[src/rtl/whc_pkg.sv]
package whc_pkg;

  localparam int unsigned ADDR_BITS  = 8;
  localparam int unsigned FIFO_DEPTH = 3;

  typedef enum logic [2:0] {
    CMD_BYTE   = 3'd0,
    CMD_END    = 3'd1,
    CMD_RD_LEN = 3'd2,
    CMD_RD_CHR = 3'd3,
    CMD_CLEAR  = 3'd4
  } cmd_t;

  typedef enum logic {
    REQ_READ = 1'b0,
    REQ_INC  = 1'b1
  } req_kind_t;

  typedef struct packed {
    logic                 valid;
    req_kind_t            kind;
    logic [ADDR_BITS-1:0] addr;
  } bank_req_t;

  typedef struct packed {
    bank_req_t len_req;
    bank_req_t chr_req;
    logic      clr;
    logic      inv_rd;
    logic      rd;
  } trk_ctl_t;

  typedef struct packed {
    logic [31:0] bin_count;
    logic        index_invalid;
  } res_t;

  function automatic logic is_separator(input logic [7:0] b);
    logic sep;
    case (b)
      8'h7B, 8'h7D, 8'h28, 8'h29, 8'h5B, 8'h5D, 8'h2C, 8'h3B,
      8'h22, 8'h20, 8'h0A, 8'h09, 8'h5E, 8'h00: sep = 1'b1;
      default:                                  sep = 1'b0;
    endcase
    return sep;
  endfunction

endpackage

[src/rtl/whc_word_tracker.sv]
module whc_word_tracker #(
  parameter int unsigned MAX_WORD_LEN = 30
) (
  input  logic               clk,
  input  logic               rst_n,
  input  logic               acc,
  input  logic [2:0]         command,
  input  logic [7:0]         data_byte,
  input  logic [6:0]         bin_index,
  output whc_pkg::trk_ctl_t  ctl
);

  localparam int unsigned LENW = $clog2(MAX_WORD_LEN + 1);

  logic [LENW-1:0] cur_len_r;
  logic [LENW-1:0] cur_len_nxt;
  logic            sep;
  logic            chr_ok;
  logic            idx_ok;

  assign sep    = whc_pkg::is_separator(data_byte);
  assign chr_ok = !data_byte[7] && (data_byte[6:1] != 6'd0);
  assign idx_ok = {1'b0, bin_index} < 8'(MAX_WORD_LEN);

  always_comb begin
    ctl         = '0;
    cur_len_nxt = cur_len_r;
    if (acc) begin
      unique case (command)
        whc_pkg::CMD_BYTE: begin
          if (sep) begin
            if (cur_len_r != '0) begin
              ctl.len_req.valid = 1'b1;
              ctl.len_req.kind  = whc_pkg::REQ_INC;
              ctl.len_req.addr  = whc_pkg::ADDR_BITS'(cur_len_r - LENW'(1));
            end
            cur_len_nxt = '0;
          end else if (cur_len_r < LENW'(MAX_WORD_LEN)) begin
            if (chr_ok) begin
              ctl.chr_req.valid = 1'b1;
              ctl.chr_req.kind  = whc_pkg::REQ_INC;
              ctl.chr_req.addr  = {1'b0, data_byte[6:0]};
            end
            cur_len_nxt = cur_len_r + LENW'(1);
          end
        end
        whc_pkg::CMD_END: begin
          if (cur_len_r != '0) begin
            ctl.len_req.valid = 1'b1;
            ctl.len_req.kind  = whc_pkg::REQ_INC;
            ctl.len_req.addr  = whc_pkg::ADDR_BITS'(cur_len_r - LENW'(1));
          end
          cur_len_nxt = '0;
        end
        whc_pkg::CMD_RD_LEN: begin
          ctl.rd = 1'b1;
          if (idx_ok) begin
            ctl.len_req.valid = 1'b1;
            ctl.len_req.kind  = whc_pkg::REQ_READ;
            ctl.len_req.addr  = {1'b0, bin_index};
          end else begin
            ctl.inv_rd = 1'b1;
          end
        end
        whc_pkg::CMD_RD_CHR: begin
          ctl.rd            = 1'b1;
          ctl.chr_req.valid = 1'b1;
          ctl.chr_req.kind  = whc_pkg::REQ_READ;
          ctl.chr_req.addr  = {1'b0, bin_index};
        end
        whc_pkg::CMD_CLEAR: begin
          ctl.clr     = 1'b1;
          cur_len_nxt = '0;
        end
        default: ;
      endcase
    end
  end

  always_ff @(posedge clk) begin
    if (!rst_n) begin
      cur_len_r <= '0;
    end else begin
      cur_len_r <= cur_len_nxt;
    end
  end

endmodule

[config.mk]
export PLATFORM = sky130hd
export DESIGN_NAME = whc_word_tracker
export DESIGN_NICKNAME = d
export VERILOG_FILES = /design/src/rtl/whc_pkg.sv /design/src/rtl/whc_word_tracker.sv
export SDC_FILE = /design/constraint.sdc
export NUM_CORES = 1
export LEC_CHECK = 0
export BUFFER_PORTS_ARGS = -buffer_cell sky130_fd_sc_hd__buf_4
export CAP_MARGIN = 10
export CELL_PAD_IN_SITES_DETAIL_PLACEMENT = 0
export CELL_PAD_IN_SITES_GLOBAL_PLACEMENT = 1
export CORE_ASPECT_RATIO = 0.75
export CORE_MARGIN = 2
export CORE_UTILIZATION = 30
export CTS_CLUSTER_DIAMETER = 120
export DETAILED_ROUTE_END_ITERATION = 8
export MAX_ROUTING_LAYER = met4
export PLACE_DENSITY_LB_ADDON = 0.25
export SLEW_MARGIN = 20
export SYNTH_ARGS = -nofsm -noshare
export SYNTH_HDL_FRONTEND = slang
export SYNTH_SLANG_ARGS = --single-unit
export TNS_END_PERCENT = 5
[constraint.sdc]
create_clock -name clk -period 2.45 [get_ports clk]
set_input_delay 0.245 -clock clk [delete_from_list [all_inputs] [get_ports clk]]
set_output_delay 0.245 -clock clk [all_outputs]
set_load 0.05 [all_outputs]
# Word-level counts from Yosys, hierarchy flattened
# Cells that the tools add are included.
# Widths: inputs -> output; s select.
[totals]
reg_bits = 5
inputBits = 21
wordCells = 51
[classes]
add_sub_neg = 2
magnitude_cmp = 2
n_eq_ne = 18
n_mux = 17
n_reduce_logical = 11
[ops]
columns = ["op", "n"]
rows = [
  ["$mux 10", 6],
  ["$eq 8x6->1 const B", 6],
  ["$eq 8x7->1 const B", 5],
  ["$pmux 10 s3", 1],
  ["$mux 23", 1],
  ["$pmux 10 s2", 1],
  ["$eq 8x4->1 const B", 2],
  ["$reduce_or 14->1", 1],
  ["$mux 5", 2],
  ["$pmux 5 s2", 1],
  ["$logic_not 8->1", 1],
  ["$lt 7x5->1 const B", 1],
  ["$eq 3x2->1 const B", 2],
  ["$reduce_bool 6->1", 1],
  ["$sub 5x1->6 const B", 1],
  ["$add 5x1->5 const B", 1],
  ["$lt 5x5->1 const B", 1],
  ["$mux 1", 5],
  ["$reduce_bool 5->1", 1],
  ["$reduce_or 2->1", 2],
  ["$eq 3x1->1 const B", 1],
  ["$eq 3x3->1 const B", 1],
  ["$logic_not 3->1", 1],
  ["$ne 3x3->1 const B", 1],
  ["other kinds (4)", 4],
]

# Longest topological paths before layout
[depth]
depth_word = 7
mapped_depth = 7
mapped_depth_nobuf = 6

# Least setup slack after synthesis
# OpenSTA, ideal clock, no wires.
[synth_timing]
kind = "input to output"
from = "input data_byte[1]"
to = "output ctl[18] (netlist bit)"
arrival_ps = 3007
required_ps = 2205
slack_ps = -802
cell_stages = 7
n_path_buf = 1
cell_sequence = "buf_2 -> or4b_1 -> a211oi_1 -> nor3_1 -> nand3_4 -> o221ai_4 -> nor4_1"
[synth_rtl]
columns = ["item", "line", "source"]
rows = [
  ["start, declared", "whc_word_tracker.sv:8", "input logic [7:0] data_byte,"],
  ["end, declared", "whc_word_tracker.sv:10", "output whc_pkg::trk_ctl_t ctl"],
]

==> key figures <==
Detailed routing
  • Via density: 5.28
  • Wl on met1: 1300 um
  • Post-route ant nets: 0
  • Detailed Route Iter0 Violations: 69
  • Residual DRC: 0
  • Vias: 1025
  • Routed len/inst: 13.2 um
  • Total Wirelength: 2560 um
  • Met3 Routed Length: 179 um
  • First-pass iteration count of the detailed router: 4
  • Met2 WL: 1080 um
  • Top layer used by detailed routing: met3

Synthesis
  • Flops & latches, synth: 5
  • Post-synthesis sequential area ratio: 0.122
  • Multiplexer share of the synthesized area: 0.0137
  • Synth cell types: 45
  • EDFF count, synth: 0
  • Cell area after synthesis: 822 um2
  • Adder-Cell Fraction of Synth Area: 0.0304
  • Syn_nets: 139
  • Largest family of logic cells by synthesized area: simple AND/OR/NAND/NOR gates
  • Syn avg cell area: 7.09 um2
  • Leading area contributor after synthesis: dfxtp_1
  • Synth async-reset ratio: 0
  • Synth Area in Simple Gates: 0.443
  • Compound-Gate Fraction of Synth Area: 0.289
  • Synth top area share: 0.122
  • Synth Area in XOR/XNOR: 0.0320
  • Post-synthesis cell count: 116
  • Synth top area cells: dfxtp_1 (12%), a22o_1 (8.5%), nand2_1 (7.8%)
  • Synth warn: 0
  • Top_reg_cell synth: dfxtp_1

Global route
  • Vias in the first global route: 887
  • First-pass GRT wire length: 4130 um
  • Remaining Overflow, GRT: 0
  • Initial antenna violation count: 0
  • Largest net degree at the start of global routing: 12
  • Tot GR Track Use: 0.162

Layout
  • Largest register FFs: 5
  • Layout cells sized above 1: 0.380
  • Layout area overhead: 50.7%
  • Layout Nets: 182
  • Reg with most FFs: cur_len_r
  • Regs by FF count: cur_len_r: 5 flops
  • Ant diodes: 0

Worst setup path
  • CP Max Fanout: 8
  • Largest delay share family, worst path: simple AND/OR/NAND/NOR gates
  • CP Cell Sequence: buf_4 > or4_4 > nor4b_2 > a31oi_1 > nand3_4 > nor4_4 > buf_4 > a32o_1 > buf_4
  • Arrival time worst endpoint: 2.09 ns
  • Buf+Inv Stages, Crit Path: 3
  • Worst Setup End Kind: output pin
  • Most used cell, CP: buf_4
  • Worst Path Required: 2.20 ns
  • Worst setup SP type: input port
  • Slowest stage delay, CP: 0.55 ns
  • Worst setup path class: input port to output pin
  • Critical path's slowest cell: or4_4

Clocking
  • Clk root buf: clkbuf_4
  • Register clock-pin slew on the reported worst setup and hold paths: 0.04 ns
  • Skew-Pair Late Insertion Delay: 0.24 ns
  • Total CTS buffers: 3
  • Max Buffers Root-to-Sink: 2
  • CTS tree: built
  • Hold buffers post-CTS: 0
  • CTS sink cnt: 5
  • H-tree depth: 1

Run
  • Max Cap Viol: 0

Min path
  • Worst hold path class: input port to flip-flop

STA
  • Max Freq: 0.428 GHz
  • Setup Total Neg Slack: 0 ns
  • RSZ-0062 raised after global routing: false
  • Final min period: 2.33 ns
  • Worst slew margin: 0.618
  • Final hold viol count: 0
  • Setup ws final: 0.116 ns
  • Tcrit/Tclk final: 0.953
  • Final Skew: 0.00395 ns
  • Slew Limit Fails: 0
  • Final setup fails: 0
  • Slew of the pin with the lowest slew margin: 0.569 ns

Placement
  • Post-DP HPWL: 2110 um
  • Routability cong.: 0.840
  • DP Worst Slack: 0.0451 ns
  • PortBufs: 42

Power and ir drop
  • VDD IR max: 0.126 mV
  • Leak pwr: 0.576 nW
  • Overall Power: 0.000323 W
  • PD cells: 261 mW/mm2

Floorplanning
  • Core area: 0.00260 mm2
  • Area of the die: 0.00318 mm2
  • I/O pin count: 44
  • Die Wd: 64.4 um
  • Die Span Y: 49.3 um
  • Initial cell density of the core: 0.316
  • Rows: 16

Run status
  • Status: complete, no violations
## per-layer routing
layer	GRT usage	up-vias
met5	-	-
met4	0.0177	0
met3	0.0300	0
met2	0.233	42
met1	0.242	461
li1	-	522
## kinds of logic after synthesis
group | after synthesis
mux | 1
compound gates | 32
buf+inv | 13
other cells | 1
fa+ha+maj | 2
simple gates | 59
flops | 5
xor+xnor | 3
## worst min-delay path: stages
cell     delay [ns]
buf_4          0.11
nand2_1        0.12
o22ai_1        0.10
## cell type report
cell class                      instances  area, um2
Multi-Input combinational cell         98        703
Inverter                                6       22.5
Tap cell                               36       45.0
Clock buffer                            4       26.3
Fill cell                             270       1360
Sequential cell                         5        100
Timing Repair Buffer                   45        342
## per-stage QoR
stage          hold WS, ns   util  instances  area (um2)
6_report             0.392  0.476        194        1240
5_1_grt              0.393  0.476        194        1240
4_1_cts              0.389  0.471        194        1230
3_5_place_dp         0.578  0.461        190        1200
3_3_place_gp         0.565  0.461        190        1200
2_1_floorplan        0.457      -        116         848
## cells in the mapped netlist, types with 2 or more instances
master,number
nor3b_1,2
nor2_1,6
and2_1,2
or4b_1,2
or3_1,2
ha_1,2
clkbuf_1,4
nand2_1,17
o22ai_1,2
xnor2_1,2
nor3_1,5
nor4_1,4
nand4_1,2
inv_1,6
o21ai_0,12
dfxtp_1,5
a22o_1,8
nor2b_1,4
nand3_1,3
## path summary, 6_finish.rpt
path         slack, ns  depth (start not counted)                   endpoint                       from
max               0.12                          9                     ctl[3]               data_byte[2]
min               0.39                          3  cur_len_r[1]$_SDFFE_PN0P_                      rst_n
max reg2reg       0.65                          6  cur_len_r[2]$_SDFFE_PN0P_  cur_len_r[4]$_SDFFE_PN0P_
min reg2reg       0.60                          2  cur_len_r[1]$_SDFFE_PN0P_  cur_len_r[1]$_SDFFE_PN0P_
## power by group
part,leakage [nW],internal (W),switching [W]
logic,0.521,0.0000556,0.0000863
clock network,0.0150,0.0000616,0.0000338
registers,0.0404,0.0000831,0.00000234
total,0.576,0.000200,0.000123
## layout by cell type (no fill, tap or decap), types with 2 or more instances in the layout
cell type,instances
dfxtp_1,5
or4b_1,2
nor2b_1,4
nand2_1,17
nor4_4,2
buf_4,44
and2_1,2
a22o_1,8
o22ai_1,2
xnor2_1,2
nand3_1,3
nor2_1,6
or3_1,2
ha_1,2
nand4_1,2
inv_1,6
nor4_2,2
nor3_1,5
nor3b_1,2
o21ai_0,12
clkbuf_4,3
## what timing repair did
item	4_1_cts	5_1_grt
resized for setup	0	2
setup endpoints to repair	0	3
buffers inserted	0	0
No activity file was read; power rests on OpenSTA's default activity.
