`config.mk`:
```
export PLATFORM = sky130hd
export DESIGN_NAME = whc_hist_bank
export DESIGN_NICKNAME = d
export VERILOG_FILES = /design/src/rtl/whc_pkg.sv /design/src/rtl/whc_hist_bank.sv
export SDC_FILE = /design/constraint.sdc
export NUM_CORES = 1
export LEC_CHECK = 0
export ABC_AREA = 1
export BUFFER_PORTS_ARGS = -buffer_cell sky130_fd_sc_hd__clkbuf_2
export CORE_MARGIN = 1
export CORE_UTILIZATION = 57
export DETAILED_ROUTE_END_ITERATION = 8
export PLACE_DENSITY = 0.73
export SLEW_MARGIN = 20
export SYNTH_ARGS = -nofsm -noshare
export SYNTH_HDL_FRONTEND = slang
export SYNTH_SLANG_ARGS = --single-unit
```
`constraint.sdc`:
```
create_clock -name clk -period 3.9 [get_ports clk]
set_input_delay 0 -clock clk [delete_from_list [all_inputs] [get_ports clk]]
set_output_delay 0 -clock clk [all_outputs]
set_load 0.005 [all_outputs]
```
`src/rtl/whc_pkg.sv`:
```
package whc_pkg;

  localparam int unsigned ADDR_BITS  = 8;
  localparam int unsigned FIFO_DEPTH = 3;

  typedef enum logic [2:0] {
    CMD_BYTE   = 3'd0,
    CMD_END    = 3'd1,
    CMD_RD_LEN = 3'd2,
    CMD_RD_CHR = 3'd3,
    CMD_CLEAR  = 3'd4
  } cmd_t;

  typedef enum logic {
    REQ_READ = 1'b0,
    REQ_INC  = 1'b1
  } req_kind_t;

  typedef struct packed {
    logic                 valid;
    req_kind_t            kind;
    logic [ADDR_BITS-1:0] addr;
  } bank_req_t;

  typedef struct packed {
    bank_req_t len_req;
    bank_req_t chr_req;
    logic      clr;
    logic      inv_rd;
    logic      rd;
  } trk_ctl_t;

  typedef struct packed {
    logic [31:0] bin_count;
    logic        index_invalid;
  } res_t;

  function automatic logic is_separator(input logic [7:0] b);
    logic sep;
    case (b)
      8'h7B, 8'h7D, 8'h28, 8'h29, 8'h5B, 8'h5D, 8'h2C, 8'h3B,
      8'h22, 8'h20, 8'h0A, 8'h09, 8'h5E, 8'h00: sep = 1'b1;
      default:                                  sep = 1'b0;
    endcase
    return sep;
  endfunction

endpackage

```
`src/rtl/whc_hist_bank.sv`:
```
module whc_hist_bank #(
  parameter int unsigned DEPTH    = 30,
  parameter int unsigned CNT_W    = 32
) (
  input  logic               clk,
  input  logic               rst_n,
  input  whc_pkg::bank_req_t req,
  input  logic               clr,
  output logic               rd_valid,
  output logic [CNT_W-1:0]   rd_count
);

  localparam int unsigned AW = (DEPTH > 1) ? $clog2(DEPTH) : 1;

  logic [CNT_W-1:0] mem_r [DEPTH];
  logic [DEPTH-1:0] vld_r;

  logic [CNT_W-1:0] rd_data_r;
  logic             rd_vld_r;
  logic             s1_valid_r;
  logic             s1_inc_r;
  logic [AW-1:0]    s1_addr_r;

  logic             wb_v_r;
  logic [AW-1:0]    wb_addr_r;
  logic [CNT_W-1:0] wb_data_r;

  logic [AW-1:0]    req_idx;
  logic             fwd_hit;
  logic             wr_en;
  logic [CNT_W-1:0] cur;
  logic [CNT_W-1:0] sum;

  assign req_idx = req.addr[AW-1:0];
  assign fwd_hit = wb_v_r && (wb_addr_r == s1_addr_r);
  assign cur     = fwd_hit ? wb_data_r : (rd_vld_r ? rd_data_r : '0);
  assign sum     = cur + CNT_W'(1);
  assign wr_en   = s1_valid_r && s1_inc_r;

  assign rd_valid = s1_valid_r && !s1_inc_r;
  assign rd_count = cur;

  // read stage and write-back into the same array
  always_ff @(posedge clk) begin
    if (req.valid) begin
      rd_data_r <= mem_r[req_idx];
      rd_vld_r  <= vld_r[req_idx];
    end
    if (wr_en) begin
      mem_r[s1_addr_r] <= sum;
    end
    s1_inc_r  <= (req.kind == whc_pkg::REQ_INC);
    s1_addr_r <= req_idx;
    wb_addr_r <= s1_addr_r;
    wb_data_r <= sum;
  end

  always_ff @(posedge clk) begin
    if (!rst_n) begin
      vld_r      <= '0;
      s1_valid_r <= 1'b0;
      wb_v_r     <= 1'b0;
    end else begin
      s1_valid_r <= req.valid;
      wb_v_r     <= wr_en;
      if (clr) begin
        vld_r <= '0;
      end else if (wr_en) begin
        vld_r[s1_addr_r] <= 1'b1;
      end
    end
  end

endmodule

```
## Word-level counts from Yosys, hierarchy flattened

Memory sizes are Yosys's and may differ from the RTL's. A register that Yosys moved wholly into a read port is not among the register bits.
Index checks and enable logic that the tools add are counted.

- Muxes and demuxes: 8
- Order comparisons: 3
- Bitwise logic cells: 2
- $add $sub $neg: 1
- Reduce and logical (&&, ||, !) cells: 6
- Eq/ne operators: 1

Operators by type and width:

| operator | count |
|---|---|
| $mux W32 | 2 |
| $add A32 B1 Y32 const B | 1 |
| $or A30 B30 Y30 | 1 |
| $lt A5 B6 Y1 const B | 2 |
| $bmux W1 S5 | 1 |
| $demux W1 S5 | 1 |
| $eq A5 B5 Y1 | 1 |
| $ge A5 B1 Y1 const B | 1 |
| $logic_and A1 B1 Y1 | 4 |
| $mux W1 | 4 |
| $reduce_or A2 Y1 | 1 |
| $logic_not A1 Y1 | 1 |
| $not A1 Y1 | 1 |

- Input bits: 13
- Bits in registers: 76
- Memories: 1
- Word-level logic and storage cells: 30
- Output and inout bits: 33
- Bits in writable memories: 960

Memories:

| name | depth | width | rd ports | clocked after Yosys merged registers in | wr ports | line | RTL |
|---|---|---|---|---|---|---|---|
| mem_r | 30 | 32 | 1 | 1 | 1 | whc_hist_bank.sv:15 | `logic [CNT_W-1:0] mem_r [DEPTH];` |

## Longest topological paths before layout

- Depth in word-level cells: 5
- Mapped depth: 17
- Gate-level depth less buffers: 16

## Worst setup path before layout

OpenSTA, ideal clock, no wires.

- Kind: register to register
- From: register s1_addr_r[3]
- To: memory mem_r[0][14], data pin
- Path buffers: 2
- Path slack: 0.655 ns
- Cell stages (with the launch flop): 15
- Setup time: 0.365 ns
- Clock period less this slack: 3.245 ns
- Data arrival time: 2.880 ns
- Required time: 3.535 ns
- Path through: dfxtp_1 > nand2_1 > nand2_1 > nor2_4 > nand3_4 > buf_6 > buf_6 > nor2_1 > nor2_1 > ha_1 > nand3_2 > inv_2 > nand2_1 > nor2_4 > xor2_1

- Longest elaborated chain between the ends: 4

RTL lines:

| element | line | RTL |
|---|---|---|
| start, declared | whc_hist_bank.sv:22 | `logic [AW-1:0] s1_addr_r;` |
| start signal, assigned | whc_hist_bank.sv:53 | `s1_addr_r <= req_idx;` |
| $eq A5 B5 Y1 | whc_hist_bank.sv:35 | `assign fwd_hit = wb_v_r && (wb_addr_r == s1_addr_r);` |
| $logic_and A1 B1 Y1 | whc_hist_bank.sv:35 |  |
| $mux W32 | whc_hist_bank.sv:36 | `assign cur = fwd_hit ? wb_data_r : (rd_vld_r ? rd_data_r : '0);` |
| named net rd_count[0] | whc_hist_bank.sv:10 | `output logic [CNT_W-1:0] rd_count` |
| $add A32 B1 Y32 | whc_hist_bank.sv:37 | `assign sum = cur + CNT_W'(1);` |
| named net sum[14] | whc_hist_bank.sv:32 | `logic [CNT_W-1:0] sum;` |
| end, declared | whc_hist_bank.sv:15 |  |

The timed path passes the listed nets, and every way through them passes these cells.

## Final worst setup path

- From: register s1_addr_r[4]
- To: memory mem_r[3][24], data pin

- Longest elaborated chain between the ends: 4

RTL lines:

| element | line |
|---|---|
| $eq A5 B5 Y1 | whc_hist_bank.sv:35 |
| $logic_and A1 B1 Y1 | whc_hist_bank.sv:35 |
| $mux W32 | whc_hist_bank.sv:36 |
| $add A32 B1 Y32 | whc_hist_bank.sv:37 |
| named net sum[24] | whc_hist_bank.sv:32 |

The timed path passes the listed nets, and every way through them passes these cells.

==> metrics.yaml <==
cells_and_area:
  syn2layout_area_growth_pct: 12.72
  n_antenna_cell: 0
  num-nets-final: 3532
  drive_above_1_share_pct: 11.37
  design_area_mm2: 0.04827
placed_design:
  io_buffers: 42
  hpwl_mm: 62.98
  gp_congestion: 0.9579
  place_area_mm2: 0.04486
power:
  p_leak_nw: 16.09
  clockPowerShare_pct: 40.7
  p_comb_share_pct: 6.5
  ir_worst_vdd_mv: 0.3814
  sw_frac_of_total_pct: 22.60
  intPower_mw: 18.70
  power_density_mw_per_mm2: 500.6
  power_frac_seq_pct: 52.8
  p_switching_mw: 5.461
  finalPower_mw: 24.16
global_routing:
  grt_max_degree: 114
  grt_overflow: 0
  grt_pass1_vias: 27573
  grt.total_usage_pct: 30.21
  grt_pass1_wl_mm: 171.9
  antenna_found_initial: 0
detailed_routing:
  drt-wirelength-per-cell_um: 25.23
  vias: 28979
  drc: 0
  first_pass_iters: 6
  drt-total-wl_mm: 115.4
  drt-vias-per-instance: 6.334
  dr.first_iter.drc_count: 3435
  ant_nets: 0
synthesis:
  postSynthCellCount: 3482
  yosysMostFrequentCell: "edfxtp_1"
  synth_seq_cells: 1068
  post_synth.cell_area_avg_um2: 12.30
  synthFlopType: "edfxtp_1"
  ys_seq_area_share_pct: 73.14
  synth_commonest_cells: "edfxtp_1, nor2_1, o21ai_0"
  yosys_warnings: 0
  synthTopCellsByArea: "edfxtp_1, o21ai_0, nor2_1"
  yosys.area.top_type_share_pct: 69.63
  yosysTopAreaCell: "edfxtp_1"
  netlist_area_mm2: 0.04282
  async_reset_ff_share_pct: 0
  synth_cell_type_count: 39
  synth_edf_count: 993
  synth_fp_nets: 3496
critical_path:
  critical_path_buf_inv_count: 2
  critical_path_required_ns: 4.07
  worstSetupStartpointType: "register"
  crit_arrival_ns: 3.66
  crit_chain: "inv_2 > nand2_1 > nand2_1 > nor2_4 > buf_4 > nand4_1 > nand2_1 > ha_2 > nand3_2 > nor2_1 > nand3_1 > nand2_1 > nand2_1"
  worst_path_max_delay_cell: "nand2_1"
  cpMostUsedCell: "nand2_1"
  cp-end-kind: "register"
  crit_family: "simple AND/OR/NAND/NOR gates"
  worstPathMaxFanout: 46
  worstSetupPathType: "register to register"
  cpPeakStageDelay_ns: 0.55
worst_hold_path:
  hold_class: "primary input to register"
sta:
  finalCriticalPeriod_ns: 3.492
  grt_setup_unrepaired: "false"
  min_period_over_period_pct: 89.55
  final_hold_viol_count: 0
  clock.fmax_mhz: 286.3
  finalSetupTns_ns: 0
  final-max-slew-violation-count: 0
  slew_headroom_pct: 26.18
  worst_pin_slew_ns: 1.107
  setup_viol: 0
  skew_ns: 0.03790
clock_tree:
  clockBufferDepth: 3
  clkSlewWorstSetupHoldPaths_ns: 0.06
  cts_inserted_buffers: 103
  cts_tree: "yes"
  cts.sinks: 1068
  hold_buffers: 7
  cts_setup_buffers: 0
  post_cts_resize_count: 0
  clk_latency_ns: 0.67
  root_buffer: "clkbuf_16"
  htree_levels: 3
job:
  cap_viol_max_count: 0
floorplanning:
  dieWidth_um: 276.1
  rows: 100
  die_h_um: 276.1
  pin_count: 46
  die-area_mm2: 0.07623
  start_util_pct: 57.52
  coreArea_mm2: 0.07445
outcome:
  run_status: "completed"
[worst paths after layout]
kind / from / to / slack [ns] / cells past startpoint
max: s1_addr_r[4] / mem_r[3][24] / 0.41 / 13
max reg2reg: s1_addr_r[4] / mem_r[3][24] / 0.41 / 13
min: clr / vld_r[23] / 0.07 / 3
min reg2reg: s1_addr_r[0] / wb_addr_r[0] / 0.40 / 0
[sequential cells by signal, indices dropped and copies added, names as in the netlist]
register / flops
wb_v_r: 1
wb_addr_r: 5
s1_inc_r: 1
wb_data_r: 32
s1_valid_r: 1
s1_addr_r: 5
rd_data_r: 32
rd_vld_r: 1
mem_r: 960
vld_r: 30
[through the flow]
| stage | std cells | util (%) | setup WS [ns] | hold slack, ns |
|---|---|---|---|---|
| final | 4575 | 64.84 | 0.4077 | 0.06545 |
| after global routing | 4575 | 64.84 | 0.1110 | 0.1091 |
| after CTS | 4575 | 64.84 | 0.3908 | 0.04950 |
| after detailed placement | 4375 | 60.25 | 0.4530 | 0.1054 |
| after global placement | 4375 | 60.25 | 0.5109 | 0.1044 |
| after floorplan | 3482 | - | 0.6546 | 0.02772 |
[area by class of cell]
cell class | instances | area, µm²
Tap cell | 969 | 1212
Clock inverter | 61 | 604.3
Multi-Input combinational cell | 2081 | 10430
Timing Repair Buffer | 166 | 1584
Clock buffer | 132 | 2738
Inverter | 98 | 385.4
Fill cell | 5234 | 26180
Sequential cell | 1068 | 31320
[kinds of logic after synthesis]
kind of cell,count (synthesis),share of synthesized area [%]
flops,1068,73.14
buf+inv,333,3.255
compound gates,854,11.66
xor+xnor,15,0.3068
fa+ha+maj,1,0.02921
simple gates,1211,11.61
[layout by cell type, fill, tap and decap left out, types with 3 or more instances in the layout]
cell	instances
nand2_2	20
edfxtp_1	993
clkinv_1	27
nand3_1	68
a311oi_1	3
nor2_4	36
or2_2	12
dlygate4sd3_1	7
nor3_1	14
nand2_1	376
a221oi_1	3
a32oi_1	4
buf_12	32
o21ai_1	8
o22ai_1	91
o211ai_1	23
o21ai_0	534
clkinv_2	18
clkbuf_1	25
a31oi_1	21
xor2_2	12
inv_2	6
nand4_1	52
a21oi_1	41
clkbuf_2	38
clkbuf_16	104
clkinv_16	3
xor2_1	3
clkbuf_8	3
dfxtp_1	75
buf_4	86
bufinv_16	9
a32o_1	8
nor2_1	616
o221ai_1	114
nor2_2	12
inv_1	88
[layer usage]
layer,global-route usage [%],wire length (µm),vias up,share of wire [%]
li1,-,-,12789,-
met1,41.51,44880,14206,39
met2,48.69,54520,1677,47
met3,4.470,11510,307,10
met4,12.65,4528,0,3.9
met5,0,0,-,0
[power groups by stage]
stage | Sequential (mW) | Combinational [mW] | Clock (mW)
floorplan | 13.0 | 0.931 | 0
global placement | 13.0 | 1.50 | 0
detailed placement | 13.0 | 1.53 | 0
CTS | 12.8 | 1.55 | 9.89
global route | 12.8 | 1.69 | 10.4
finish | 12.8 | 1.57 | 9.83
[worst register-to-register path, cell delays in order (launching register included)]
cell	delay (ns)
dfxtp_1	0.46
inv_2	0.11
nand2_1	0.07
nand2_1	0.09
nor2_4	0.12
buf_4	0.43
nand4_1	0.16
nand2_1	0.20
ha_2	0.28
nand3_2	0.14
nor2_1	0.21
nand3_1	0.10
nand2_1	0.06
nand2_1	0.55
No activity file was read; power rests on OpenSTA's default activity.
