### src/rtl/whc_pkg.sv
package whc_pkg;

  localparam int unsigned ADDR_BITS  = 8;
  localparam int unsigned FIFO_DEPTH = 3;

  typedef enum logic [2:0] {
    CMD_BYTE   = 3'd0,
    CMD_END    = 3'd1,
    CMD_RD_LEN = 3'd2,
    CMD_RD_CHR = 3'd3,
    CMD_CLEAR  = 3'd4
  } cmd_t;

  typedef enum logic {
    REQ_READ = 1'b0,
    REQ_INC  = 1'b1
  } req_kind_t;

  typedef struct packed {
    logic                 valid;
    req_kind_t            kind;
    logic [ADDR_BITS-1:0] addr;
  } bank_req_t;

  typedef struct packed {
    bank_req_t len_req;
    bank_req_t chr_req;
    logic      clr;
    logic      inv_rd;
    logic      rd;
  } trk_ctl_t;

  typedef struct packed {
    logic [31:0] bin_count;
    logic        index_invalid;
  } res_t;

  function automatic logic is_separator(input logic [7:0] b);
    logic sep;
    case (b)
      8'h7B, 8'h7D, 8'h28, 8'h29, 8'h5B, 8'h5D, 8'h2C, 8'h3B,
      8'h22, 8'h20, 8'h0A, 8'h09, 8'h5E, 8'h00: sep = 1'b1;
      default:                                  sep = 1'b0;
    endcase
    return sep;
  endfunction

endpackage

### src/rtl/whc_out_if.sv
interface whc_out_if;
  logic        valid;
  logic        ready;
  logic [31:0] bin_count;
  logic        index_invalid;

  modport source (output valid, bin_count, index_invalid, input ready);
  modport sink   (input valid, bin_count, index_invalid, output ready);
endinterface

### src/rtl/whc_result_fifo.sv
module whc_result_fifo (
  input  logic                clk,
  input  logic                rst_n,
  input  logic                push,
  input  whc_pkg::res_t       push_data,
  output logic [1:0]          count,
  whc_out_if.source           out_chan
);

  whc_pkg::res_t ent_r [whc_pkg::FIFO_DEPTH];
  logic [1:0]    wr_ptr_r;
  logic [1:0]    rd_ptr_r;
  logic [1:0]    cnt_r;
  logic          pop;

  function automatic logic [1:0] ptr_inc(input logic [1:0] p);
    return (p == 2'(whc_pkg::FIFO_DEPTH - 1)) ? 2'd0 : p + 2'd1;
  endfunction

  assign pop                    = out_chan.valid && out_chan.ready;
  assign count                  = cnt_r;
  assign out_chan.valid         = (cnt_r != 2'd0);
  assign out_chan.bin_count     = ent_r[rd_ptr_r].bin_count;
  assign out_chan.index_invalid = ent_r[rd_ptr_r].index_invalid;

  always_ff @(posedge clk) begin
    if (push) begin
      ent_r[wr_ptr_r] <= push_data;
    end
  end

  always_ff @(posedge clk) begin
    if (!rst_n) begin
      wr_ptr_r <= 2'd0;
      rd_ptr_r <= 2'd0;
      cnt_r    <= 2'd0;
    end else begin
      if (push) begin
        wr_ptr_r <= ptr_inc(wr_ptr_r);
      end
      if (pop) begin
        rd_ptr_r <= ptr_inc(rd_ptr_r);
      end
      cnt_r <= cnt_r + 2'(push) - 2'(pop);
    end
  end

endmodule

### src/flat_wrapper.sv
// flat-port wrapper written by rule: the top's interface ports become plain ports
module whc_result_fifo_flat 
  (clk, rst_n, push, push_data, count, out_chan_valid, out_chan_bin_count, out_chan_index_invalid, out_chan_ready);
  whc_out_if out_chan_i ();
  input  logic clk;
  input  logic rst_n;
  input  logic push;
  input  whc_pkg::res_t push_data;
  output logic [1:0] count;
  output wire logic [$bits(out_chan_i.valid)-1:0] out_chan_valid;
  output wire logic [$bits(out_chan_i.bin_count)-1:0] out_chan_bin_count;
  output wire logic [$bits(out_chan_i.index_invalid)-1:0] out_chan_index_invalid;
  input wire logic [$bits(out_chan_i.ready)-1:0] out_chan_ready;
  assign out_chan_valid = out_chan_i.valid;
  assign out_chan_bin_count = out_chan_i.bin_count;
  assign out_chan_index_invalid = out_chan_i.index_invalid;
  assign out_chan_i.ready = out_chan_ready;
  whc_result_fifo u_core (.clk(clk), .rst_n(rst_n), .push(push), .push_data(push_data), .count(count), .out_chan(out_chan_i));
endmodule
### config.mk
export PLATFORM = sky130hd
export DESIGN_NAME = whc_result_fifo_flat
export DESIGN_NICKNAME = d
export VERILOG_FILES = /design/src/rtl/whc_pkg.sv /design/src/rtl/whc_out_if.sv /design/src/rtl/whc_result_fifo.sv /design/src/flat_wrapper.sv
export SDC_FILE = /design/constraint.sdc
export NUM_CORES = 1
export LEC_CHECK = 0
export ABC_AREA = 0
export BUFFER_PORTS_ARGS = -buffer_cell sky130_fd_sc_hd__buf_2
export CORE_MARGIN = 2
export CORE_UTILIZATION = 35
export DETAILED_ROUTE_END_ITERATION = 8
export PLACE_DENSITY_LB_ADDON = 0.1
export SETUP_SLACK_MARGIN = 0.05
export SLEW_MARGIN = 15
export SYNTH_ARGS = -nofsm -noshare
export SYNTH_HDL_FRONTEND = slang
export SYNTH_SLANG_ARGS = --single-unit
### constraint.sdc
create_clock -name clk -period 12.13 [get_ports clk]
set_clock_uncertainty 0.2 [all_clocks]
set_input_delay 3.0325 -clock clk [delete_from_list [all_inputs] [get_ports clk]]
set_output_delay 3.0325 -clock clk [all_outputs]
set_load 0.03 [all_outputs]
; Word-level counts from Yosys, hierarchy flattened
; Memory sizes are Yosys's and may differ from the RTL's. A register that Yosys moved wholly into a read port is not among the register bits.
; Cells that the tools add are included.
[totals]
ff_bits = 6
ramBits = 99
input_bits = 37
out_inout_bits = 36
word_cells = 18
memories = 1
[op_classes]
n_addsub = 4
eq_ne = 2
muxes = 6
n_reduce_logical = 2
[memory_table]
columns = memory, depth, width, rd, rd_clocked_by_memory_dff, write_ports, line_no
row1 = u_core.ent_r, 3, 33, 1, 1, 1, whc_result_fifo.sv:10  ; whc_pkg::res_t ent_r [whc_pkg::FIFO_DEPTH];
[ops]
columns = operator, n
row1 = $mux 2, 4
row2 = $add 2x1->2 const B, 2
row3 = $eq 2x2->1 const B, 2
row4 = $add 2x1->2, 1
row5 = $mux 1, 2
row6 = $reduce_bool 2->1, 1
row7 = $sub 2x1->2, 1
row8 = $logic_and 1x1->1, 1

; Longest topological paths before layout
; Gate-level depths: netlist of the first run.
[depth]
depth_word = 4
depth_mapped = 5
ltp_nobuf = 5

; Least setup slack after synthesis of the first run
; No wires, ideal clock.
[synth_path]
kind = in2reg
start = input push
end = memory u_core.ent_r[0][0] (netlist bit), enable pin
setup_ps = 474
arrival_ps = 5524
required_time_ps = 11456
setup_slack_ps = 5932
path_stages = 1
n_path_buf = 0
cell_sequence = nor3b_1
[synth_via]
elab_chain_len = 2
[synth_lines]
columns = element, line_no
row1 = from (decl), flat_wrapper.sv:7  ; input logic push;
row2 = $mux 1, whc_result_fifo.sv:27  ; if (push) begin
row3 = $mux 1 (not written as such), whc_result_fifo.sv:28  ; ent_r[wr_ptr_r] <= push_data;
row4 = to (decl), whc_result_fifo.sv:10
; Every way passes these cells.

==> results of run 1 <==
cell type report:
cell class	instances	share of cell area [%]
flip-flops and latches	107	64.9
multi-input cells	127	16.7
repair buffers	76	8.50
clock buffers	13	5.60
well taps	143	3.70
clock inverters	3	0.466
inverters	1	0.0777
state kept, by name, summed over array words and instances (netlist names), named ones only:
register	cells
u_core.ent_r	99
u_core.wr_ptr_r	2
u_core.rd_ptr_r	2
u_core.count	2
critical path: stages, from the launching register on:
cell and delay [ps]:
dfxtp_2 1060, mux2i_1 180, o21ai_1 220, buf_2 230
cell families after synthesis:
kind of cell             Yosys count  share of synthesized area (%)
AND/OR/NAND/NOR                   50                           5.24
multiplexers                      35                           8.68
flip-flops                       107                           77.6
AO/OA/AOI/OAI                     41                           5.30
buffers and inverters             13                           2.85
adder cells (fa/ha/maj)            1                          0.310
layout by cell type, fill, tap and decap left out:
cell type / netlist / routed
clkbuf_8: 0 / 3
clkbuf_1: 2 / 1
edfxtp_1: 99 / 99
inv_1: 1 / 1
and2_1: 1 / 1
nor3b_2: 0 / 1
ha_1: 1 / 1
nor2_4: 0 / 2
nor2b_1: 1 / 1
dfxtp_2: 0 / 2
clkinvlp_4: 0 / 3
nor2_1: 3 / 1
or2_2: 1 / 1
nand2b_1: 1 / 1
nand3b_1: 1 / 1
nand3_1: 2 / 2
o21a_1: 2 / 2
nand2_1: 38 / 38
o21ai_0: 8 / 8
buf_2: 5 / 72
buf_4: 1 / 3
o21ai_2: 1 / 1
and2b_1: 1 / 1
o21ai_1: 30 / 30
buf_16: 0 / 1
dfxtp_1: 8 / 6
mux2i_1: 35 / 35
clkbuf_16: 0 / 9
per-stage QoR:
step / power [mW] / instances
global placement: 0.521 / 453
global route: 0.823 / 470
floorplan: 0.494 / 247
finish: 0.793 / 470
detailed placement: 0.522 / 453
CTS: 0.801 / 469
routing by layer:
| metal | up-vias | wire (um) | track usage, % |
|---|---|---|---|
| met4 | 0 | 123 | 6.42 |
| met2 | 42 | 3440 | 19.6 |
| met3 | 9 | 280 | 2.78 |
| li1 | 1073 | - | - |
| met1 | 1026 | 3290 | 15.1 |
| met5 | - | 0 | 0 |
power breakdown:
group,total [mW],internal (mW),switching [mW]
logic,0.0818,0.0276,0.0543
registers,0.430,0.420,0.00978
clock network,0.280,0.156,0.124
total,0.793,0.604,0.188
path summary, 6_finish.rpt:
| check | startpoint | slack [ps] | cells after the start | endpoint |
|---|---|---|---|---|
| min reg2reg | u_core.rd_ptr_r[1]$_SDFFE_PN0P_ | 320 | 2 | flip-flop |
| min | u_core.rd_ptr_r[1]$_SDFFE_PN0P_ | 320 | 2 | flip-flop |
| max | flip-flop | 6860 | 3 | out_chan_index_invalid |
| max reg2reg | u_core.wr_ptr_r[1]$_SDFFE_PN0P_ | 10190 | 3 | u_core.ent_r[2][23]$_DFFE_PP_ |
==> flow_results.xml, run 1 <==
<?xml version="1.0" encoding="UTF-8"?>
<metrics>
  <group name="status">
    <metric name="outcome" unit="">finished clean</metric>
  </group>
  <group name="power">
    <metric name="cellPowerDensity" unit="mW/mm2">164</metric>
    <metric name="static-leakage-power" unit="nW">1.66</metric>
    <metric name="power.ir.vdd_worst" unit="V">0.0000683</metric>
  </group>
  <group name="detailed_routing">
    <metric name="vias" unit="">2150</metric>
    <metric name="ant_nets" unit="">0</metric>
    <metric name="finalWirelength" unit="um">7140</metric>
    <metric name="post-route-drc-count" unit="">0</metric>
    <metric name="vias_per_cell" unit="">4.57</metric>
    <metric name="initial_drt_markers" unit="">57</metric>
    <metric name="drt_pass1_iterations" unit="">4</metric>
    <metric name="avgRoutedWirePerCell" unit="um">15.2</metric>
  </group>
  <group name="synthesis">
    <metric name="post_synth_edffs" unit="">99</metric>
    <metric name="synth-warning-count" unit="">0</metric>
    <metric name="synth_async_sr_flop_share" unit="%">0</metric>
    <metric name="ys_top_cells_by_area" unit="">edfxtp_1, mux2i_1, dfxtp_1</metric>
    <metric name="netlist_area" unit="mm2">0.00404</metric>
    <metric name="yosys.cell_types.count" unit="">24</metric>
    <metric name="post-synth-top-area-fraction" unit="%">73.7</metric>
    <metric name="synth-main-ff-cell" unit="">edfxtp_1</metric>
    <metric name="synth_common_cells" unit="">edfxtp_1, nand2_1, mux2i_1</metric>
    <metric name="syn_avg_cell_area" unit="um2">16.3</metric>
    <metric name="synth-seq-cells" unit="">107</metric>
    <metric name="seq_area_frac_synth" unit="%">77.6</metric>
    <metric name="count_of_mapped_cells_out_of_synthesis" unit="">247</metric>
    <metric name="yosys.cell_count.top_type" unit="">edfxtp_1</metric>
    <metric name="synth_largest_area_cell" unit="">edfxtp_1</metric>
    <metric name="synth_fp_nets" unit="">285</metric>
  </group>
  <group name="finish">
    <metric name="number_of_fill_cells_in_the_layout" unit="">1075</metric>
    <metric name="final_nets" unit="">360</metric>
    <metric name="layout.core_utilization" unit="%">42.7</metric>
    <metric name="antennaDiodeCount" unit="">0</metric>
    <metric name="area_growth_syn_to_layout" unit="%">19.7</metric>
    <metric name="seqCellArea" unit="mm2">0.00314</metric>
    <metric name="postLayoutCellArea" unit="mm2">0.00483</metric>
    <metric name="multi_input_area" unit="um2">808</metric>
    <metric name="drive_above_1_share" unit="%">30.0</metric>
  </group>
  <group name="timing">
    <metric name="finalMaxSlewViolations" unit="">0</metric>
    <metric name="hold_viol" unit="">0</metric>
    <metric name="transition_time_at_the_pin_with_the_least_slew_margin" unit="ps">1100</metric>
    <metric name="slew_headroom" unit="%">26.6</metric>
    <metric name="rsz0062_at_grt" unit="">no</metric>
    <metric name="setup_viol" unit="">0</metric>
    <metric name="fin_hold_ws" unit="ps">322</metric>
    <metric name="totalNegativeSetupSlack" unit="ps">0</metric>
    <metric name="crit_share_post_route" unit="%">43.4</metric>
    <metric name="postLayoutSetupSlackWorst" unit="ps">6860</metric>
    <metric name="period_needed" unit="ps">5270</metric>
    <metric name="max_clock_freq" unit="MHz">190</metric>
  </group>
  <group name="clocking">
    <metric name="post_cts_repair_resize_count" unit="">0</metric>
    <metric name="cts.reportedPaths.clkPinSlew" unit="ps">70</metric>
    <metric name="cts-buffers-inserted" unit="">9</metric>
    <metric name="cts.sinks" unit="">107</metric>
    <metric name="hold_buffers" unit="">0</metric>
    <metric name="h-tree-depth" unit="">3</metric>
    <metric name="cts_tree" unit="">yes</metric>
    <metric name="clockBufferDepth" unit="">2</metric>
    <metric name="post-cts-setup-buffers" unit="">0</metric>
    <metric name="clock_tree.root_cell" unit="">clkbuf_16</metric>
    <metric name="worst_skew_late_latency" unit="ps">340</metric>
  </group>
  <group name="floorplanning">
    <metric name="initial_utilization" unit="%">35.7</metric>
    <metric name="die_footprint" unit="mm2">0.0124</metric>
    <metric name="core-area" unit="mm2">0.0113</metric>
    <metric name="floorplan.die.height" unit="um">111</metric>
    <metric name="floorplan.die.width" unit="um">111</metric>
    <metric name="ios" unit="">73</metric>
    <metric name="num_rows" unit="">39</metric>
  </group>
  <group name="placement">
    <metric name="port-buffer-count" unit="">72</metric>
    <metric name="gp_routability_congestion" unit="">0.688</metric>
    <metric name="pre_cts_ws" unit="ps">7070</metric>
    <metric name="post-dp-hpwl" unit="um">4210</metric>
    <metric name="placedInstanceArea" unit="mm2">0.00451</metric>
  </group>
  <group name="critical_path">
    <metric name="critical_path_peak_fanout" unit="">33</metric>
    <metric name="worst_setup_path_start_kind" unit="">flip-flop</metric>
    <metric name="timing_worst_setup_path_type" unit="">flip-flop to output port</metric>
    <metric name="worstPathRequired" unit="ps">8900</metric>
    <metric name="arrival" unit="ps">2040</metric>
    <metric name="crit_path_end_kind" unit="">output port</metric>
  </group>
  <group name="job">
    <metric name="cap_violations" unit="">0</metric>
  </group>
  <group name="grt">
    <metric name="antenna_violations_before_repair" unit="">0</metric>
    <metric name="largest_net_degree_at_the_start_of_global_routing" unit="">37</metric>
    <metric name="overflow" unit="">0</metric>
    <metric name="grt_pass1_vias" unit="">2205</metric>
    <metric name="grt_first_pass_wirelength" unit="um">11400</metric>
    <metric name="global_route.usage.total" unit="%">12.1</metric>
  </group>
  <group name="worst_hold_path">
    <metric name="hold_path.class" unit="">flip-flop to flip-flop</metric>
  </group>
</metrics>
Note: power is estimated with default switching activity, not from simulation.
==> inputs of run 2 (changes only) <==
==> constraint.sdc (replaced) <==
create_clock -name clk -period 4.6 [get_ports clk]
set_clock_uncertainty 0.2 [all_clocks]
set_input_delay 1.15 -clock clk [delete_from_list [all_inputs] [get_ports clk]]
set_output_delay 1.15 -clock clk [all_outputs]
set_load 0.03 [all_outputs]
==> run 2 against run 1 <==
Effect of this change: worst setup slack worse by 5700 ps; largest cell class unchanged; non-clock buffer count increased by 1; highest routed layer unchanged; power grew to 2.6 times the previous value; clock-buffer cell count fell by 3; largest power group unchanged; hold slack lost 14 ps; sequential share of layout area is essentially flat.
==> flow_results.xml, run 2 (synthesis gave the netlist of run 1 again) <==
<?xml version="1.0" encoding="UTF-8"?>
<metrics>
  <group name="timing">
    <metric name="postLayoutSetupSlackWorst" unit="ps">1140</metric>
    <metric name="hold_viol" unit="">0</metric>
    <metric name="rsz0062_at_grt" unit="">no</metric>
    <metric name="period_needed" unit="ps">3460</metric>
    <metric name="totalNegativeSetupSlack" unit="ps">0</metric>
    <metric name="crit_share_post_route" unit="%">75.2</metric>
    <metric name="setup_viol" unit="">0</metric>
    <metric name="finalMaxSlewViolations" unit="">0</metric>
    <metric name="max_clock_freq" unit="MHz">289</metric>
    <metric name="transition_time_at_the_pin_with_the_least_slew_margin" unit="ps">1060</metric>
    <metric name="slew_headroom" unit="%">29.4</metric>
  </group>
  <group name="detailed_routing">
    <metric name="finalWirelength" unit="um">6990</metric>
    <metric name="vias_per_cell" unit="">4.56</metric>
    <metric name="post-route-drc-count" unit="">0</metric>
    <metric name="ant_nets" unit="">0</metric>
    <metric name="vias" unit="">2152</metric>
    <metric name="initial_drt_markers" unit="">86</metric>
    <metric name="drt_pass1_iterations" unit="">4</metric>
    <metric name="avgRoutedWirePerCell" unit="um">14.8</metric>
  </group>
  <group name="critical_path">
    <metric name="worst-r2r-setup-slack" unit="ps">2660</metric>
    <metric name="worstPathRequired" unit="ps">3250</metric>
    <metric name="critical_path_peak_fanout" unit="">29</metric>
    <metric name="arrival" unit="ps">2110</metric>
    <metric name="worst_setup_path_start_kind" unit="">flip-flop</metric>
    <metric name="timing.reg2reg.worst_path_depth" unit="">2</metric>
    <metric name="r2r_start" unit="">u_core.wr_ptr_r[0]$_SDFFE_PN0P_</metric>
    <metric name="crit_path_end_kind" unit="">output port</metric>
    <metric name="timing_worst_setup_path_type" unit="">flip-flop to output port</metric>
    <metric name="worstReg2RegEnd" unit="">u_core.ent_r[1][20]$_DFFE_PP_</metric>
  </group>
  <group name="placement">
    <metric name="port-buffer-count" unit="">72</metric>
    <metric name="post-dp-hpwl" unit="um">4180</metric>
    <metric name="pre_cts_ws" unit="ps">1440</metric>
    <metric name="placedInstanceArea" unit="mm2">0.00452</metric>
    <metric name="gp_routability_congestion" unit="">0.712</metric>
  </group>
  <group name="floorplanning">
    <metric name="initial_utilization" unit="%">35.7</metric>
    <metric name="ios" unit="">73</metric>
    <metric name="floorplan.die.width" unit="um">111</metric>
    <metric name="floorplan.die.height" unit="um">111</metric>
    <metric name="die_footprint" unit="mm2">0.0124</metric>
    <metric name="core-area" unit="mm2">0.0113</metric>
    <metric name="num_rows" unit="">39</metric>
  </group>
  <group name="grt">
    <metric name="grt_first_pass_wirelength" unit="um">11000</metric>
    <metric name="overflow" unit="">0</metric>
    <metric name="antenna_violations_before_repair" unit="">1</metric>
    <metric name="grt_pass1_vias" unit="">2127</metric>
    <metric name="largest_net_degree_at_the_start_of_global_routing" unit="">35</metric>
    <metric name="global_route.usage.total" unit="%">11.8</metric>
  </group>
  <group name="clocking">
    <metric name="clock_tree.root_cell" unit="">clkbuf_16</metric>
    <metric name="hold_buffers" unit="">0</metric>
    <metric name="h-tree-depth" unit="">3</metric>
    <metric name="cts.sinks" unit="">107</metric>
    <metric name="cts-buffers-inserted" unit="">9</metric>
    <metric name="worst_skew_late_latency" unit="ps">330</metric>
    <metric name="clockBufferDepth" unit="">2</metric>
    <metric name="cts_tree" unit="">yes</metric>
    <metric name="post_cts_repair_resize_count" unit="">0</metric>
    <metric name="post-cts-setup-buffers" unit="">0</metric>
    <metric name="cts.reportedPaths.clkPinSlew" unit="ps">60</metric>
  </group>
  <group name="power">
    <metric name="cellPowerDensity" unit="mW/mm2">431</metric>
    <metric name="post-layout-total-power" unit="mW">2.08</metric>
    <metric name="static-leakage-power" unit="nW">1.67</metric>
    <metric name="power.ir.vdd_worst" unit="V">0.000154</metric>
  </group>
  <group name="finish">
    <metric name="postLayoutCellArea" unit="mm2">0.00483</metric>
    <metric name="multi_input_area" unit="um2">808</metric>
    <metric name="number_of_fill_cells_in_the_layout" unit="">1034</metric>
    <metric name="commonest_non_fill_non_tap_cells_in_the_layout" unit="">edfxtp_1, buf_2, nand2_1, mux2i_1, o21ai_1</metric>
    <metric name="area_growth_syn_to_layout" unit="%">19.7</metric>
    <metric name="mostFrequentLayoutCell" unit="">edfxtp_1</metric>
    <metric name="number_of_flip_flops_under_the_largest_register_name" unit="">99</metric>
    <metric name="final_nets" unit="">361</metric>
    <metric name="regMostFlops" unit="">u_core.ent_r</metric>
    <metric name="drive_above_1_share" unit="%">29.9</metric>
    <metric name="seqCellArea" unit="mm2">0.00314</metric>
  </group>
  <group name="worst_hold_path">
    <metric name="hold_path.startpoint" unit="">u_core.rd_ptr_r[1]$_SDFFE_PN0P_</metric>
    <metric name="hold_path.class" unit="">flip-flop to flip-flop</metric>
    <metric name="worst_hold_path_stage_count" unit="">2</metric>
  </group>
  <group name="job">
    <metric name="cap_violations" unit="">0</metric>
  </group>
  <group name="status">
    <metric name="outcome" unit="">finished clean</metric>
  </group>
</metrics>
run 2: layer usage:
layer	track usage, %	vias to the layer above	share of wire [%]
met2	19.2	52	50
met5	0	-	0
met4	6.58	0	2.0
met3	3.10	12	4.3
li1	-	1077	-
met1	14.3	1011	43
run 2: how the worst max path moves through the flow:
| stage | end | slack, ps |
|---|---|---|
| final | out_chan_bin_count[8] | 1140 |
| after detailed placement | out_chan_bin_count[8] | 1440 |
| after CTS | out_chan_bin_count[8] | 1070 |
| after global routing | out_chan_bin_count[8] | 970 |
| after floorplan | u_core.ent_r[0][0]$_DFFE_PP_ | 280 |
| after global placement | out_chan_bin_count[12] | 1480 |
run 2: area by class of cell:
cell class	count	share of cell area, %
diodes	1	0.0518
flip-flops and latches	107	64.9
well taps	143	3.70
inverters	1	0.0777
clock buffers	10	4.74
clock inverters	6	1.17
repair buffers	77	8.65
multi-input cells	127	16.7
run 2: worst max-delay path: stages (launching register included):
cell,delay (ps)
dfxtp_2,980
buf_4,310
mux2i_1,200
o21ai_1,70
buf_2,200
run 2: power by group:
part           internal (mW)  leakage (nW)  switching, mW
Clock                  0.417         0.140          0.316
Combinational         0.0726         0.546          0.144
Sequential              1.11         0.982         0.0247
Total                   1.60          1.67          0.484
run 2: through the flow:
stage / hold slack (ps) / std cells / utilization, %
after floorplan: 275 / 247 / -
after detailed placement: 302 / 454 / 39.9
after CTS: 318 / 470 / 42.4
final: 308 / 472 / 42.7
after global placement: 292 / 454 / 39.9
after global routing: 345 / 472 / 42.7
==> inputs of run 3 (changes only) <==
==> constraint.sdc (replaced) <==
create_clock -name clk -period 3.6 [get_ports clk]
set_clock_uncertainty 0.2 [all_clocks]
set_input_delay 0.9 -clock clk [delete_from_list [all_inputs] [get_ports clk]]
set_output_delay 0.9 -clock clk [all_outputs]
set_load 0.03 [all_outputs]
==> run 3 against run 2 <==
Effect of this change: non-clock buffer count rose by 3; sequential power grew 27%; critical endpoint is now out_chan_bin_count[28]; power is 30% higher; first-iteration DRC count grew 26%; global-route usage increased by 0.53 points; sequential cell count did not move; final cell count rose by 0.21%; worst setup slack worse by 440 ps; wire length grew 4.1%; die area unchanged.
==> flow_results.xml, run 3 (synthesis gave the netlist of run 1 again) <==
<?xml version="1.0" encoding="UTF-8"?>
<metrics>
  <group name="finish">
    <metric name="area_growth_syn_to_layout" unit="%">20.5</metric>
    <metric name="mostFrequentLayoutCell" unit="">edfxtp_1</metric>
    <metric name="seqCellArea" unit="mm2">0.00314</metric>
    <metric name="postLayoutCellArea" unit="mm2">0.00486</metric>
    <metric name="multi_input_area" unit="um2">815</metric>
    <metric name="final_nets" unit="">364</metric>
    <metric name="number_of_flip_flops_under_the_largest_register_name" unit="">99</metric>
    <metric name="commonest_non_fill_non_tap_cells_in_the_layout" unit="">edfxtp_1, buf_2, nand2_1, mux2i_1, o21ai_1</metric>
    <metric name="drive_above_1_share" unit="%">30.9</metric>
    <metric name="layout.core_utilization" unit="%">43.0</metric>
    <metric name="regMostFlops" unit="">u_core.ent_r</metric>
    <metric name="antennaDiodeCount" unit="">0</metric>
    <metric name="number_of_fill_cells_in_the_layout" unit="">1058</metric>
  </group>
  <group name="detailed_routing">
    <metric name="initial_drt_markers" unit="">108</metric>
    <metric name="drt_pass1_iterations" unit="">4</metric>
    <metric name="finalWirelength" unit="um">7280</metric>
    <metric name="post-route-drc-count" unit="">0</metric>
    <metric name="ant_nets" unit="">0</metric>
    <metric name="avgRoutedWirePerCell" unit="um">15.4</metric>
    <metric name="vias" unit="">2179</metric>
    <metric name="vias_per_cell" unit="">4.61</metric>
  </group>
  <group name="clocking">
    <metric name="clock_tree.root_cell" unit="">clkbuf_16</metric>
    <metric name="cts.sinks" unit="">107</metric>
    <metric name="cts-buffers-inserted" unit="">9</metric>
    <metric name="post_cts_repair_resize_count" unit="">0</metric>
    <metric name="h-tree-depth" unit="">3</metric>
    <metric name="cts_tree" unit="">yes</metric>
    <metric name="hold_buffers" unit="">0</metric>
    <metric name="clockBufferDepth" unit="">2</metric>
    <metric name="post-cts-setup-buffers" unit="">0</metric>
    <metric name="worst_skew_late_latency" unit="ps">330</metric>
    <metric name="cts.reportedPaths.clkPinSlew" unit="ps">70</metric>
  </group>
  <group name="floorplanning">
    <metric name="floorplan.die.width" unit="um">111</metric>
    <metric name="num_rows" unit="">39</metric>
    <metric name="ios" unit="">73</metric>
    <metric name="floorplan.die.height" unit="um">111</metric>
    <metric name="die_footprint" unit="mm2">0.0124</metric>
    <metric name="initial_utilization" unit="%">35.7</metric>
    <metric name="core-area" unit="mm2">0.0113</metric>
  </group>
  <group name="critical_path">
    <metric name="r2r_start" unit="">u_core.wr_ptr_r[1]$_SDFFE_PN0P_</metric>
    <metric name="critical_path_buf_inv_count" unit="">2</metric>
    <metric name="worst-r2r-setup-slack" unit="ps">1920</metric>
    <metric name="critical-path-top-delay-family" unit="">buffers and inverters</metric>
    <metric name="timing_worst_setup_path_type" unit="">flip-flop to output port</metric>
    <metric name="worst_setup_path_start_kind" unit="">flip-flop</metric>
    <metric name="critical_path_peak_fanout" unit="">13</metric>
    <metric name="arrival" unit="ps">1800</metric>
    <metric name="timing.reg2reg.worst_path_depth" unit="">3</metric>
    <metric name="worstReg2RegEnd" unit="">u_core.ent_r[2][18]$_DFFE_PP_</metric>
    <metric name="slowest_cell_on_the_critical_path" unit="">dfxtp_2</metric>
    <metric name="worstPathRequired" unit="ps">2500</metric>
    <metric name="timing.critical_path.cells" unit="">buf_4, mux2i_1, o21ai_0, buf_2</metric>
    <metric name="critPathMaxStageDelay" unit="ps">570</metric>
    <metric name="crit_path_end_kind" unit="">output port</metric>
  </group>
  <group name="timing">
    <metric name="slew_headroom" unit="%">65.4</metric>
    <metric name="setup_viol" unit="">0</metric>
    <metric name="period_needed" unit="ps">2900</metric>
    <metric name="transition_time_at_the_pin_with_the_least_slew_margin" unit="ps">519</metric>
    <metric name="finalMaxSlewViolations" unit="">0</metric>
    <metric name="max_clock_freq" unit="MHz">344</metric>
    <metric name="postLayoutSetupSlackWorst" unit="ps">697</metric>
    <metric name="rsz0062_at_grt" unit="">no</metric>
    <metric name="hold_viol" unit="">0</metric>
    <metric name="crit_share_post_route" unit="%">80.6</metric>
    <metric name="totalNegativeSetupSlack" unit="ps">0</metric>
  </group>
  <group name="grt">
    <metric name="grt_pass1_vias" unit="">2123</metric>
    <metric name="overflow" unit="">0</metric>
    <metric name="largest_net_degree_at_the_start_of_global_routing" unit="">43</metric>
    <metric name="global_route.usage.total" unit="%">12.3</metric>
    <metric name="grt_first_pass_wirelength" unit="um">11500</metric>
    <metric name="antenna_violations_before_repair" unit="">0</metric>
  </group>
  <group name="power">
    <metric name="power.ir.vdd_worst" unit="V">0.000200</metric>
    <metric name="static-leakage-power" unit="nW">1.68</metric>
    <metric name="cellPowerDensity" unit="mW/mm2">556</metric>
  </group>
  <group name="worst_hold_path">
    <metric name="hold_path.class" unit="">flip-flop to flip-flop</metric>
    <metric name="min_delay_worst_endpoint" unit="">u_core.rd_ptr_r[0]$_SDFFE_PN0P_</metric>
    <metric name="worst_hold_path_stage_count" unit="">2</metric>
    <metric name="hold_path.startpoint" unit="">u_core.rd_ptr_r[0]$_SDFFE_PN0P_</metric>
  </group>
  <group name="placement">
    <metric name="gp_routability_congestion" unit="">0.683</metric>
    <metric name="pre_cts_ws" unit="ps">1030</metric>
    <metric name="post-dp-hpwl" unit="um">4590</metric>
    <metric name="port-buffer-count" unit="">72</metric>
    <metric name="placedInstanceArea" unit="mm2">0.00457</metric>
  </group>
  <group name="status">
    <metric name="outcome" unit="">finished clean</metric>
  </group>
  <group name="job">
    <metric name="cap_violations" unit="">0</metric>
  </group>
</metrics>
## run 3: worst reg2reg max path, stage by stage (launching register included)
cell	delay [ps]
dfxtp_1	450
nand2_1	130
nor2_4	90
buf_4	450
## run 3: worst max path at each step
| stage | startpoint | endpoint | cells past startpoint |
|---|---|---|---|
| 2_1_floorplan | push | u_core.ent_r[1][0]$_DFFE_PP_ | 2 |
| 3_3_place_gp | flip-flop | out_chan_bin_count[28] | 4 |
| 3_5_place_dp | flip-flop | out_chan_bin_count[28] | 4 |
| 4_1_cts | flip-flop | out_chan_bin_count[28] | 4 |
| 5_1_grt | flip-flop | out_chan_bin_count[28] | 4 |
| 6_report | flip-flop | out_chan_bin_count[28] | 4 |
## run 3: per-stage QoR
stage	std cells	hold WS (ps)	total power, mW
6_report	473	318	2.71
5_1_grt	473	346	2.82
2_1_floorplan	247	275	1.67
4_1_cts	473	323	2.75
3_3_place_gp	458	294	1.76
3_5_place_dp	458	310	1.77
## run 3: final cells by class
| cell class | instances | area share [%] |
|---|---|---|
| Inverter | 1 | 0.0772 |
| Clock inverter | 6 | 1.52 |
| Tap cell | 143 | 3.68 |
| Timing Repair Buffer | 80 | 8.90 |
| Multi-Input combinational cell | 127 | 16.7 |
| Sequential cell | 107 | 64.5 |
| Clock buffer | 9 | 4.63 |
## run 3: where the power goes
part | total (mW) | internal (mW) | switching, mW
logic | 0.291 | 0.0947 | 0.196
registers | 1.44 | 1.42 | 0.0229
clock network | 0.976 | 0.544 | 0.432
total | 2.71 | 2.05 | 0.651
## run 3: layer usage
metal  routed length (um)  GRT usage [%]
met1                 3140           15.0
met3                  275           2.83
met5                    0              0
met4                  131           5.43
met2                 3730           21.0
